==> src/hw/rtl/versatile_interface_adapter_defines.svh <==
// Assertion macros for the versatile interface adapter
`ifndef VERSATILE_INTERFACE_ADAPTER_DEFINES_SVH
`define VERSATILE_INTERFACE_ADAPTER_DEFINES_SVH
`ifndef NO_ASSERTIONS
`define VIA_ASSERT(label, clk, rst_n, prop) \
    label: assert property (@(posedge clk) disable iff (!rst_n) prop) \
        else $error("assertion failed");
`define VIA_ASSERT_ALWAYS(label, clk, prop) \
    label: assert property (@(posedge clk) prop) else $error("assertion failed");
`else
`define VIA_ASSERT(label, clk, rst_n, prop)
`define VIA_ASSERT_ALWAYS(label, clk, prop)
`endif
`endif

==> src/hw/rtl/via_pkg.sv <==
// Shared constants and types for the versatile interface adapter
`timescale 1ns / 1ps
`default_nettype none
package via_pkg;
    localparam logic [15:0] T1_LATCH_RESET = 16'hb5f3;
    localparam logic [1:0] CMD_READ  = 2'd1;
    localparam logic [1:0] CMD_WRITE = 2'd2;
    localparam logic [3:0] REG_ORB  = 4'd0;
    localparam logic [3:0] REG_ORA  = 4'd1;
    localparam logic [3:0] REG_DDRB = 4'd2;
    localparam logic [3:0] REG_DDRA = 4'd3;
    localparam logic [3:0] REG_T1CL = 4'd4;
    localparam logic [3:0] REG_T1CH = 4'd5;
    localparam logic [3:0] REG_T1LL = 4'd6;
    localparam logic [3:0] REG_T1LH = 4'd7;
    localparam logic [3:0] REG_T2CL = 4'd8;
    localparam logic [3:0] REG_T2CH = 4'd9;
    localparam logic [3:0] REG_SR   = 4'd10;
    localparam logic [3:0] REG_PCR  = 4'd11;
    localparam logic [3:0] REG_ACR  = 4'd12;
    localparam logic [3:0] REG_IER  = 4'd13;
    localparam logic [3:0] REG_IFR  = 4'd14;
    localparam logic [3:0] REG_ORA_NH = 4'd15;
    localparam logic [6:0] F_CA2 = 7'h01;
    localparam logic [6:0] F_CA1 = 7'h02;
    localparam logic [6:0] F_CB2 = 7'h08;
    localparam logic [6:0] F_CB1 = 7'h10;
    localparam logic [6:0] F_T2  = 7'h20;
    localparam logic [6:0] F_T1  = 7'h40;
    localparam logic [2:0] SR_OUT_PHI2 = 3'b110;
    localparam logic [16:0] EXTRA_CYCLES = 17'd3;

    // Timer events handed to the register core
    typedef struct packed {
        logic t1_expire;
        logic t1_reload;
        logic t2_expire;
    } t_tmr_evt;
endpackage
`default_nettype wire

==> src/hw/rtl/via_timer.sv <==
// Down counter with one-shot or reload behavior, one count per cycle while i_adv is high
`timescale 1ns / 1ps
`default_nettype none
module via_timer (
    input  wire logic        i_clk,
    input  wire logic        i_rst_n,
    input  wire logic        i_adv,
    input  wire logic        i_continuous,
    input  wire logic [15:0] i_latch,
    input  wire logic        i_load,
    input  wire logic        i_stop_load,
    output logic             o_expire,
    output logic             o_running,
    output logic [16:0]      o_remaining
);
    logic [16:0] r_rem, n_rem;
    logic        r_run, n_run;
    logic [16:0] w_dec;

    always_comb begin
        w_dec    = (r_rem != 17'd0) ? r_rem - 17'd1 : r_rem;
        o_expire = i_adv && r_run && (w_dec == 17'd0);
        n_rem    = r_rem;
        n_run    = r_run;
        if (i_adv && r_run) begin
            n_rem = w_dec;
            if (w_dec == 17'd0) begin
                if (i_continuous) begin
                    n_rem = {1'b0, i_latch} + via_pkg::EXTRA_CYCLES;
                end else begin
                    n_run = 1'b0;
                end
            end
        end
        if (i_load) begin
            n_rem = {1'b0, i_latch} + via_pkg::EXTRA_CYCLES;
            n_run = 1'b1;
        end else if (i_stop_load) begin
            n_rem = {1'b0, i_latch} + via_pkg::EXTRA_CYCLES;
        end
    end

    always_ff @(posedge i_clk) begin
        if (!i_rst_n) begin
            r_rem <= '0;
            r_run <= 1'b0;
        end else begin
            r_rem <= n_rem;
            r_run <= n_run;
        end
    end

    assign o_running   = r_run;
    assign o_remaining = r_rem;
endmodule
`default_nettype wire

==> src/hw/rtl/versatile_interface_adapter.sv <==
// Top level: 6522-style interface adapter with ports, control lines and timers
//
// channel  | valid          | stall           | payload
// input    | i_in_valid     | o_in_stall      | bus command, offset, data, pins
// output   | o_out_valid    | i_out_stall     | read data, port drives, irq, shift byte
// config   | i_cfg_we       | (none)          | i_cfg_data: timer 1 latch
//
// One transaction a cycle while the output is not stalled; the result appears the cycle after acceptance.
// All work is one pass of logic between the input and the output register.
// Timers advance only on accepted transactions; stalls freeze all state except
// the timer 1 latch, still written by i_cfg_we. Reset is synchronous and active low.
`timescale 1ns / 1ps
`default_nettype none
`include "versatile_interface_adapter_defines.svh"
module versatile_interface_adapter #(
    parameter logic [15:0] T1_LATCH_RESET = via_pkg::T1_LATCH_RESET
) (
    input  wire logic       i_clk,
    input  wire logic       i_rst_n,
    input  wire logic       i_cfg_we,
    input  wire logic [15:0] i_cfg_data,
    input  wire logic       i_in_valid,
    output logic            o_in_stall,
    input  wire logic [1:0] i_command,
    input  wire logic [3:0] i_reg_offset,
    input  wire logic [7:0] i_write_data,
    input  wire logic [7:0] i_port_a_pins,
    input  wire logic [7:0] i_port_b_pins,
    input  wire logic       i_ca1_pin,
    input  wire logic       i_ca2_pin,
    input  wire logic       i_cb1_pin,
    input  wire logic       i_cb2_pin,
    output logic            o_out_valid,
    input  wire logic       i_out_stall,
    output logic [7:0]      o_read_data,
    output logic [7:0]      o_port_a_drive,
    output logic [7:0]      o_port_a_dir,
    output logic [7:0]      o_port_b_drive,
    output logic [7:0]      o_port_b_dir,
    output logic            o_ca2_out,
    output logic            o_cb2_out,
    output logic            o_irq,
    output logic            o_shift_out_valid,
    output logic [7:0]      o_shift_out_data
);
    logic w_acc;
    logic [7:0] r_in_a, r_in_b, r_out_a, r_out_b, r_dir_a, r_dir_b;
    logic [7:0] n_in_a, n_in_b, n_out_a, n_out_b, n_dir_a, n_dir_b;
    logic [3:0] r_prev, n_prev;
    logic r_ca2, r_cb2, n_ca2, n_cb2;
    logic [15:0] r_t1_latch, n_t1_latch, r_t1_snap, n_t1_snap;
    logic [15:0] r_t2_latch, n_t2_latch, r_t2_snap, n_t2_snap;
    logic [7:0] r_sr, n_sr, r_pcr, n_pcr, r_acr, n_acr;
    logic [6:0] r_ier, n_ier, r_ifr, n_ifr;
    logic [7:0] n_rd;
    logic n_sv;
    logic r_ovalid;
    logic [7:0] r_o_rd, r_o_sd;
    logic r_o_sv;

    via_pkg::t_tmr_evt w_evt;
    logic w_t1_run, w_t2_run, w_t1_load, w_t2_load, w_t2_stop_load;
    logic [16:0] w_t1_rem, w_t2_rem;
    logic w_wr, w_rd;
    logic [15:0] w_t1_cnt, w_t2_cnt;

    assign o_in_stall = r_ovalid && i_out_stall;
    assign w_acc = i_in_valid && !o_in_stall;
    assign w_wr = i_command == via_pkg::CMD_WRITE;
    assign w_rd = i_command == via_pkg::CMD_READ;

    // timer 1 latch can change in this cycle by a latch or config write; load uses it
    assign w_t1_load = w_acc && w_wr &&
        (i_reg_offset == via_pkg::REG_T1CH ||
         (i_reg_offset == via_pkg::REG_ACR && i_write_data[6]));
    assign w_t2_load = w_acc && w_wr && i_reg_offset == via_pkg::REG_T2CH && !r_acr[5];
    assign w_t2_stop_load = 1'b0;

    // free-running reload counts from the latch as it stood before this bus write
    via_timer u_t1 (
        .i_clk, .i_rst_n, .i_adv(w_acc), .i_continuous(r_acr[6]),
        .i_latch(w_t1_load ? n_t1_latch : r_t1_latch), .i_load(w_t1_load),
        .i_stop_load(1'b0),
        .o_expire(w_evt.t1_expire), .o_running(w_t1_run), .o_remaining(w_t1_rem)
    );
    via_timer u_t2 (
        .i_clk, .i_rst_n, .i_adv(w_acc), .i_continuous(1'b0),
        .i_latch(n_t2_latch), .i_load(w_t2_load), .i_stop_load(w_t2_stop_load),
        .o_expire(w_evt.t2_expire), .o_running(w_t2_run), .o_remaining(w_t2_rem)
    );
    assign w_evt.t1_reload = w_evt.t1_expire && r_acr[6];

    always_comb begin
        logic t1_run_now, t2_run_now;
        logic [16:0] t1_rem_now, t2_rem_now;
        n_in_a = r_in_a; n_in_b = r_in_b; n_out_a = r_out_a; n_out_b = r_out_b;
        n_dir_a = r_dir_a; n_dir_b = r_dir_b; n_prev = r_prev;
        n_ca2 = r_ca2; n_cb2 = r_cb2; n_t1_latch = r_t1_latch; n_t1_snap = r_t1_snap;
        n_t2_latch = r_t2_latch; n_t2_snap = r_t2_snap; n_sr = r_sr; n_pcr = r_pcr;
        n_acr = r_acr; n_ier = r_ier; n_ifr = r_ifr; n_rd = 8'h00; n_sv = 1'b0;
        // counter state after this cycle's count
        t1_run_now = w_t1_run && !(w_evt.t1_expire && !r_acr[6]);
        t2_run_now = w_t2_run && !w_evt.t2_expire;
        t1_rem_now = w_evt.t1_reload ? {1'b0, r_t1_latch} + via_pkg::EXTRA_CYCLES
                   : (w_t1_run && w_t1_rem != 17'd0) ? w_t1_rem - 17'd1 : w_t1_rem;
        t2_rem_now = (w_t2_run && w_t2_rem != 17'd0) ? w_t2_rem - 17'd1 : w_t2_rem;
        w_t1_cnt = t1_run_now ? t1_rem_now[15:0] : r_t1_snap;
        w_t2_cnt = t2_run_now ? t2_rem_now[15:0] : r_t2_snap;
        // timer events
        if (w_evt.t1_expire) begin
            if (r_acr[7]) begin
                n_out_b[7] = r_acr[6] ? ~r_out_b[7] : 1'b1;
            end
            n_ifr = n_ifr | via_pkg::F_T1;
        end
        if (w_evt.t2_expire) begin
            n_ifr = n_ifr | via_pkg::F_T2;
        end
        // control line edges
        if (i_ca1_pin != r_prev[0]) begin
            if (i_ca1_pin == r_pcr[0]) begin
                if (r_acr[0]) n_in_a = i_port_a_pins;
                n_ifr = n_ifr | via_pkg::F_CA1;
                if (r_pcr[3:2] == 2'b10) n_ca2 = 1'b1;
            end
            n_prev[0] = i_ca1_pin;
        end
        if (!r_pcr[3] && i_ca2_pin != r_prev[1]) begin
            if ((i_ca2_pin && r_pcr[3:2] == 2'b01) || (!i_ca2_pin && r_pcr[3:2] == 2'b00))
                n_ifr = n_ifr | via_pkg::F_CA2;
            n_prev[1] = i_ca2_pin;
        end
        if (i_cb1_pin != r_prev[2]) begin
            if (i_cb1_pin == r_pcr[4]) begin
                if (r_acr[1]) n_in_b = i_port_b_pins;
                n_ifr = n_ifr | via_pkg::F_CB1;
                if (r_pcr[7:6] == 2'b10) n_cb2 = 1'b1;
            end
            n_prev[2] = i_cb1_pin;
        end
        if (!r_pcr[7] && i_cb2_pin != r_prev[3]) begin
            if ((i_cb2_pin && r_pcr[7:6] == 2'b01) || (!i_cb2_pin && r_pcr[7:6] == 2'b00))
                n_ifr = n_ifr | via_pkg::F_CB2;
            n_prev[3] = i_cb2_pin;
        end
        // bus access
        if (w_rd) begin
            case (i_reg_offset)
                via_pkg::REG_ORB: begin
                    if (!r_acr[1]) n_in_b = i_port_b_pins;
                    n_ifr = n_ifr & ~(via_pkg::F_CB1 |
                        ((r_pcr[7] == 1'b0 && r_pcr[5]) ? 7'h00 : via_pkg::F_CB2));
                    n_rd = (n_out_b & r_dir_b) | (n_in_b & ~r_dir_b);
                end
                via_pkg::REG_ORA, via_pkg::REG_ORA_NH: begin
                    if (i_reg_offset == via_pkg::REG_ORA) begin
                        if (r_pcr[3:2] == 2'b10) n_ca2 = 1'b0;
                        n_ifr = n_ifr & ~(via_pkg::F_CA1 |
                            ((r_pcr[3] == 1'b0 && r_pcr[1]) ? 7'h00 : via_pkg::F_CA2));
                    end
                    if (!r_acr[0]) n_in_a = i_port_a_pins;
                    n_rd = (r_out_a & r_dir_a) | (n_in_a & ~r_dir_a);
                end
                via_pkg::REG_DDRB: n_rd = r_dir_b;
                via_pkg::REG_DDRA: n_rd = r_dir_a;
                via_pkg::REG_T1CL: begin
                    n_ifr = n_ifr & ~via_pkg::F_T1;
                    n_rd = w_t1_cnt[7:0];
                end
                via_pkg::REG_T1CH: n_rd = w_t1_cnt[15:8];
                via_pkg::REG_T1LL: n_rd = r_t1_latch[7:0];
                via_pkg::REG_T1LH: n_rd = r_t1_latch[15:8];
                via_pkg::REG_T2CL: begin
                    n_ifr = n_ifr & ~via_pkg::F_T2;
                    n_rd = w_t2_cnt[7:0];
                end
                via_pkg::REG_T2CH: n_rd = w_t2_cnt[15:8];
                via_pkg::REG_SR:   n_rd = r_sr;
                via_pkg::REG_PCR:  n_rd = r_pcr;
                via_pkg::REG_ACR:  n_rd = r_acr;
                via_pkg::REG_IER:  n_rd = {1'b1, r_ier};
                default:           n_rd = {|(n_ifr & r_ier), n_ifr};
            endcase
        end else if (w_wr) begin
            case (i_reg_offset)
                via_pkg::REG_ORB: begin
                    n_out_b = r_acr[7] ? {n_out_b[7], i_write_data[6:0]} : i_write_data;
                    n_ifr = n_ifr & ~(via_pkg::F_CB1 |
                        ((r_pcr[7] == 1'b0 && r_pcr[5]) ? 7'h00 : via_pkg::F_CB2));
                    if (r_pcr[7:6] == 2'b10) n_cb2 = 1'b0;
                end
                via_pkg::REG_ORA: begin
                    if (r_pcr[3:2] == 2'b10) n_ca2 = 1'b0;
                    n_ifr = n_ifr & ~(via_pkg::F_CA1 |
                        ((r_pcr[3] == 1'b0 && r_pcr[1]) ? 7'h00 : via_pkg::F_CA2));
                    n_out_a = i_write_data;
                end
                via_pkg::REG_ORA_NH: n_out_a = i_write_data;
                via_pkg::REG_DDRB: n_dir_b = i_write_data;
                via_pkg::REG_DDRA: n_dir_a = i_write_data;
                via_pkg::REG_T1CL, via_pkg::REG_T1LL:
                    n_t1_latch = {r_t1_latch[15:8], i_write_data};
                via_pkg::REG_T1LH: n_t1_latch = {i_write_data, r_t1_latch[7:0]};
                via_pkg::REG_T1CH: begin
                    n_t1_latch = {i_write_data, r_t1_latch[7:0]};
                    n_t1_snap = n_t1_latch;
                    n_ifr = n_ifr & ~via_pkg::F_T1;
                    if (r_acr[7]) n_out_b[7] = 1'b0;
                end
                via_pkg::REG_T2CL: n_t2_latch = {r_t2_latch[15:8], i_write_data};
                via_pkg::REG_T2CH: begin
                    n_t2_latch = {i_write_data, r_t2_latch[7:0]};
                    n_t2_snap = n_t2_latch;
                    n_ifr = n_ifr & ~via_pkg::F_T2;
                end
                via_pkg::REG_SR: begin
                    n_sr = i_write_data;
                    n_sv = r_acr[4:2] == via_pkg::SR_OUT_PHI2;
                end
                via_pkg::REG_PCR: begin
                    n_pcr = i_write_data;
                    if (i_write_data[3:2] == 2'b11) n_ca2 = i_write_data[1];
                    if (i_write_data[7:6] == 2'b11) n_cb2 = i_write_data[5];
                end
                via_pkg::REG_ACR: begin
                    n_acr = i_write_data;
                    // PB7 follows the timer state before any restart
                    if (i_write_data[7]) n_out_b[7] = ~t1_run_now;
                end
                via_pkg::REG_IER: begin
                    if (i_write_data[7]) n_ier = r_ier | i_write_data[6:0];
                    else n_ier = r_ier & ~i_write_data[6:0];
                end
                default: n_ifr = n_ifr & ~i_write_data[6:0];
            endcase
        end
        if (i_cfg_we) n_t1_latch = i_cfg_data;
    end

    always_ff @(posedge i_clk) begin
        if (!i_rst_n) begin
            r_in_a <= '0; r_in_b <= '0; r_out_a <= '0; r_out_b <= '0;
            r_dir_a <= '0; r_dir_b <= '0; r_prev <= '0; r_ca2 <= 1'b0; r_cb2 <= 1'b0;
            r_t1_latch <= T1_LATCH_RESET; r_t1_snap <= '0;
            r_t2_latch <= '0; r_t2_snap <= '0; r_sr <= '0; r_pcr <= '0;
            r_acr <= '0; r_ier <= '0; r_ifr <= '0;
            r_ovalid <= 1'b0; r_o_rd <= '0; r_o_sv <= 1'b0; r_o_sd <= '0;
        end else begin
            if (w_acc) begin
                r_in_a <= n_in_a; r_in_b <= n_in_b; r_out_a <= n_out_a;
                r_out_b <= n_out_b; r_dir_a <= n_dir_a; r_dir_b <= n_dir_b;
                r_prev <= n_prev; r_ca2 <= n_ca2; r_cb2 <= n_cb2;
                r_t1_snap <= n_t1_snap; r_t2_latch <= n_t2_latch;
                r_t2_snap <= n_t2_snap; r_sr <= n_sr; r_pcr <= n_pcr;
                r_acr <= n_acr; r_ier <= n_ier; r_ifr <= n_ifr;
                r_o_rd <= n_rd; r_o_sv <= n_sv; r_o_sd <= n_sv ? i_write_data : 8'h00;
            end
            if (w_acc || i_cfg_we) r_t1_latch <= n_t1_latch;
            if (w_acc) r_ovalid <= 1'b1;
            else if (!i_out_stall) r_ovalid <= 1'b0;
        end
    end

    assign o_out_valid       = r_ovalid;
    assign o_read_data       = r_o_rd;
    assign o_port_a_drive    = r_out_a & r_dir_a;
    assign o_port_a_dir      = r_dir_a;
    assign o_port_b_drive    = r_out_b & r_dir_b;
    assign o_port_b_dir      = r_dir_b;
    assign o_ca2_out         = r_ca2;
    assign o_cb2_out         = r_cb2;
    assign o_irq             = |(r_ifr & r_ier);
    assign o_shift_out_valid = r_o_sv;
    assign o_shift_out_data  = r_o_sd;

    `VIA_ASSERT(a_stall_only_when_full, i_clk, i_rst_n, o_in_stall |-> o_out_valid)
    `VIA_ASSERT(a_sr_data_zero, i_clk, i_rst_n, !o_shift_out_valid |-> o_shift_out_data == 8'h00)
    `VIA_ASSERT(a_accept_gives_result, i_clk, i_rst_n, w_acc |=> o_out_valid)
    `VIA_ASSERT(a_state_holds_idle, i_clk, i_rst_n, !w_acc |=> $stable(r_ifr))
endmodule
`default_nettype wire

==> config.mk <==
export PLATFORM = sky130hd
export DESIGN_NAME = versatile_interface_adapter
export DESIGN_NICKNAME = d
export VERILOG_FILES = /design/src/hw/rtl/via_pkg.sv /design/src/hw/rtl/via_timer.sv /design/src/hw/rtl/versatile_interface_adapter.sv
export VERILOG_INCLUDE_DIRS = /design/src /design/src/hw/rtl
export SDC_FILE = /design/constraint.sdc
export NUM_CORES = 1
export LEC_CHECK = 0
export BUFFER_PORTS_ARGS = -buffer_cell sky130_fd_sc_hd__buf_2
export CAP_MARGIN = 40
export CORE_UTILIZATION = 35
export CTS_CLUSTER_DIAMETER = 50
export DETAILED_ROUTE_END_ITERATION = 12
export PLACE_DENSITY = 0.58
export SYNTH_ARGS = -nofsm -noshare
export SYNTH_HDL_FRONTEND = slang
export SYNTH_SLANG_ARGS = --single-unit
export TNS_END_PERCENT = 100
==> constraint.sdc <==
create_clock -name i_clk -period 10.3 [get_ports i_clk]
set_clock_uncertainty 0.05 [all_clocks]
set_input_delay 1.03 -clock i_clk [delete_from_list [all_inputs] [get_ports i_clk]]
set_output_delay 1.03 -clock i_clk [all_outputs]
set_load 0.01 [all_outputs]
==> metrics.yaml <==
yosys:
  netlist_instances: 1812
  synth.cell_area_um2: 13500
  synth_area_leader_cell: "dfxtp_1"
  yosysMostFrequentCell: "nand2_1"
  ys_seq_area_share_pct: 31.0
  synth_top_area_share_pct: 31.0
  async_flop_share_pct: 0
  yosysUniqueCellTypes: 89
  synth_common_cells: "nand2_1, dfxtp_1, nor2_1, a21oi_1, clkbuf_1"
  yosys_warnings: 0
  synth_flop_cell: "dfxtp_1"
  synth_edf_count: 0
  synth_seq_cells: 210
  avgSynthCellArea_um2: 7.48
  synthTopCellsByArea: "dfxtp_1, mux2i_1, nand2_1, a21oi_1, nor2_1"
  syn-num-nets: 1876
timing:
  fmax_mhz: 228
  maxSlewHeadroom_pct: 40.9
  whs_ns: 0.405
  setup_violations: 0
  worst_pin_slew_ns: 0.883
  rsz0062_at_grt: "no"
  period_minus_slack_ns: 4.39
  timing.final.crit_share_pct: 42.6
  final_hold_viol_count: 0
  setup_tns_ns: 0
  slew_viol_final: 0
place:
  gp_congestion: 1.04
  portBuffers: 108
  place_area_um2: 14400
  hpwl_um: 40400
  dp_cells: 2314
route:
  ant_nets: 0
  num_vias: 14551
  drcViolationCount: 0
  routed_wirelength_um: 57000
  viasPerCell: 6.13
  drt_pass1_iterations: 5
  wl_per_cell_um: 24.0
  drt_iter0_drc: 1592
cts:
  numCtsBuffers: 34
  ctsResizeCount: 0
  clk_latency_ns: 0.53
  cts_max_level: 2
  cts_buffer_depth: 3
  cts_tree: "done"
  clock_sinks: 210
  cts_hold_buf: 0
  path_clk_slew_ns: 0.06
  post_cts_buffers: 0
  cts_root_buf: "clkbuf_16"
setup_path:
  crit_fanout: 15
  arrival_ns: 4.76
  critical_path_class: "flip-flop to flip-flop"
  end_kind: "flip-flop"
  worstSetupStartpointType: "flip-flop"
  critPathRequiredTime_ns: 10.66
  rr_startpoint: "u_t2.o_remaining[4]"
  crit_start: "u_t2.o_remaining[4]"
die:
  io_pins: 109
  core-area_um2: 37800
  start_util_pct: 35.8
  die_area_um2: 39500
  die-width_um: 199
  rows: 71
  die_h_um: 199
cells_and_area:
  fin_area_um2: 15600
  fill_cells: 3965
  syn_to_final_growth_pct: 15.1
  num-nets-final: 1903
  antenna_cells: 0
  drive_above_1_share_pct: 13.2
  stdcell_count: 2375
power:
  pwr-share-comb_pct: 11.1
  finalPower_uw: 2320
  p_sw_uw: 652
  ir_worst_vdd_mv: 0.124
  p_seq_share_pct: 36.5
  pwr-share-clk_pct: 52.4
  switching_share_pct: 28.1
  p_int_uw: 1670
  leakagePower_uw: 0.00597
  powerDensity_nw_per_um2: 149
grt:
  grt_pass1_wl_um: 86100
  grt_usage_pct: 28.9
  grt_remaining_overflow: 0
  grt_max_degree: 90
  antenna_found_initial: 1
  first_global_vias: 13571
status:
  status: "completed"
hold_path:
  hold_start: "r_t2_snap[8]"
  hold_class: "flip-flop to flip-flop"
flow_run:
  maxCapViolations: 0
## path summary, 6_finish.rpt
path	end	slack (ns)	cells past startpoint
min	r_t2_snap[8]	0.41	2
max	o_read_data[3]	5.91	9
max reg2reg	o_read_data[3]	5.91	9
min reg2reg	r_t2_snap[8]	0.41	2
## metal layers
metal	vias up	wire length (um)	track usage, %
met2	834	23600	42.3
li1	6636	-	-
met5	-	0	0
met1	6944	25400	41.6
met3	137	5850	5.10
met4	0	2150	11.3
## through the flow
stage          worst slack (ns)  utilization [%]
2_1_floorplan              6.49                -
3_3_place_gp               5.36             37.8
3_5_place_dp               5.51             38.1
4_1_cts                    5.99             41.2
5_1_grt                    5.57             41.2
6_report                   5.91             41.2
## sequential cells by signal, summed over array words and instances (netlist names), 16 cells and up, named ones only
| register | cells |
|---|---|
| r_t1_latch | 16 |
| r_t1_snap | 16 |
| r_t2_latch | 16 |
| r_t2_snap | 16 |
| u_t1.o_remaining | 17 |
| u_t2.o_remaining | 17 |
## worst max-delay path, stage by stage (launching register included)
cell and delay [ns]:
dfxtp_1 0.42, nor4_2 0.82, nand4_1 0.75, nor2_1 0.36, a31o_2 0.14, o2111ai_1 0.23, o21ai_2 0.56, mux2i_1 0.29
o21ai_0 0.23, o311a_1 0.42
## power groups by stage
stage          Combinational [uW]  Sequential, uW  Clock, uW
6_report                      258             849       1220
2_1_floorplan                 169             850          0
3_3_place_gp                  247             865          0
4_1_cts                       251             848       1230
5_1_grt                       275             849       1270
3_5_place_dp                  250             865          0
## placed cells by master (no fill, tap or decap), types with 9 or more instances in the layout
cell	netlist	layout
o22ai_1	15	15
and2_1	30	30
dfxtp_1	210	210
nand2b_1	13	13
a221oi_1	13	13
nor2_1	192	192
a31oi_1	24	24
nand3_1	80	80
nand4_1	24	24
nand2_1	232	232
ha_1	9	9
nand3b_1	9	9
xor2_1	30	30
o21ai_0	105	105
nor2b_1	14	13
inv_1	20	20
a211oi_1	33	32
or3_1	9	9
a21oi_1	154	154
nor4_1	30	28
a22oi_1	27	27
o211ai_1	15	15
clkbuf_16	0	35
nor3_1	51	51
and3_1	14	14
o21bai_1	10	10
mux2i_1	103	103
buf_2	9	109
xnor2_1	47	47
buf_4	2	28
## layout make-up
class	count	area (um^2)	area share, %
Sequential cell	210	4200	27.0
Clock inverter	22	284	1.82
Timing Repair Buffer	139	795	5.09
Multi-Input combinational cell	1433	8680	55.7
Clock buffer	39	911	5.84
Tap cell	511	639	4.10
Inverter	21	83.8	0.538
## kinds of logic after synthesis
kind of cell,share of synthesized area (%)
fa+ha+maj,0.831
mux,8.28
compound gates,23.5
simple gates,26.3
xor+xnor,4.98
flops,31.0
buf+inv,5.12
Note: power is estimated with default switching activity, not from simulation.
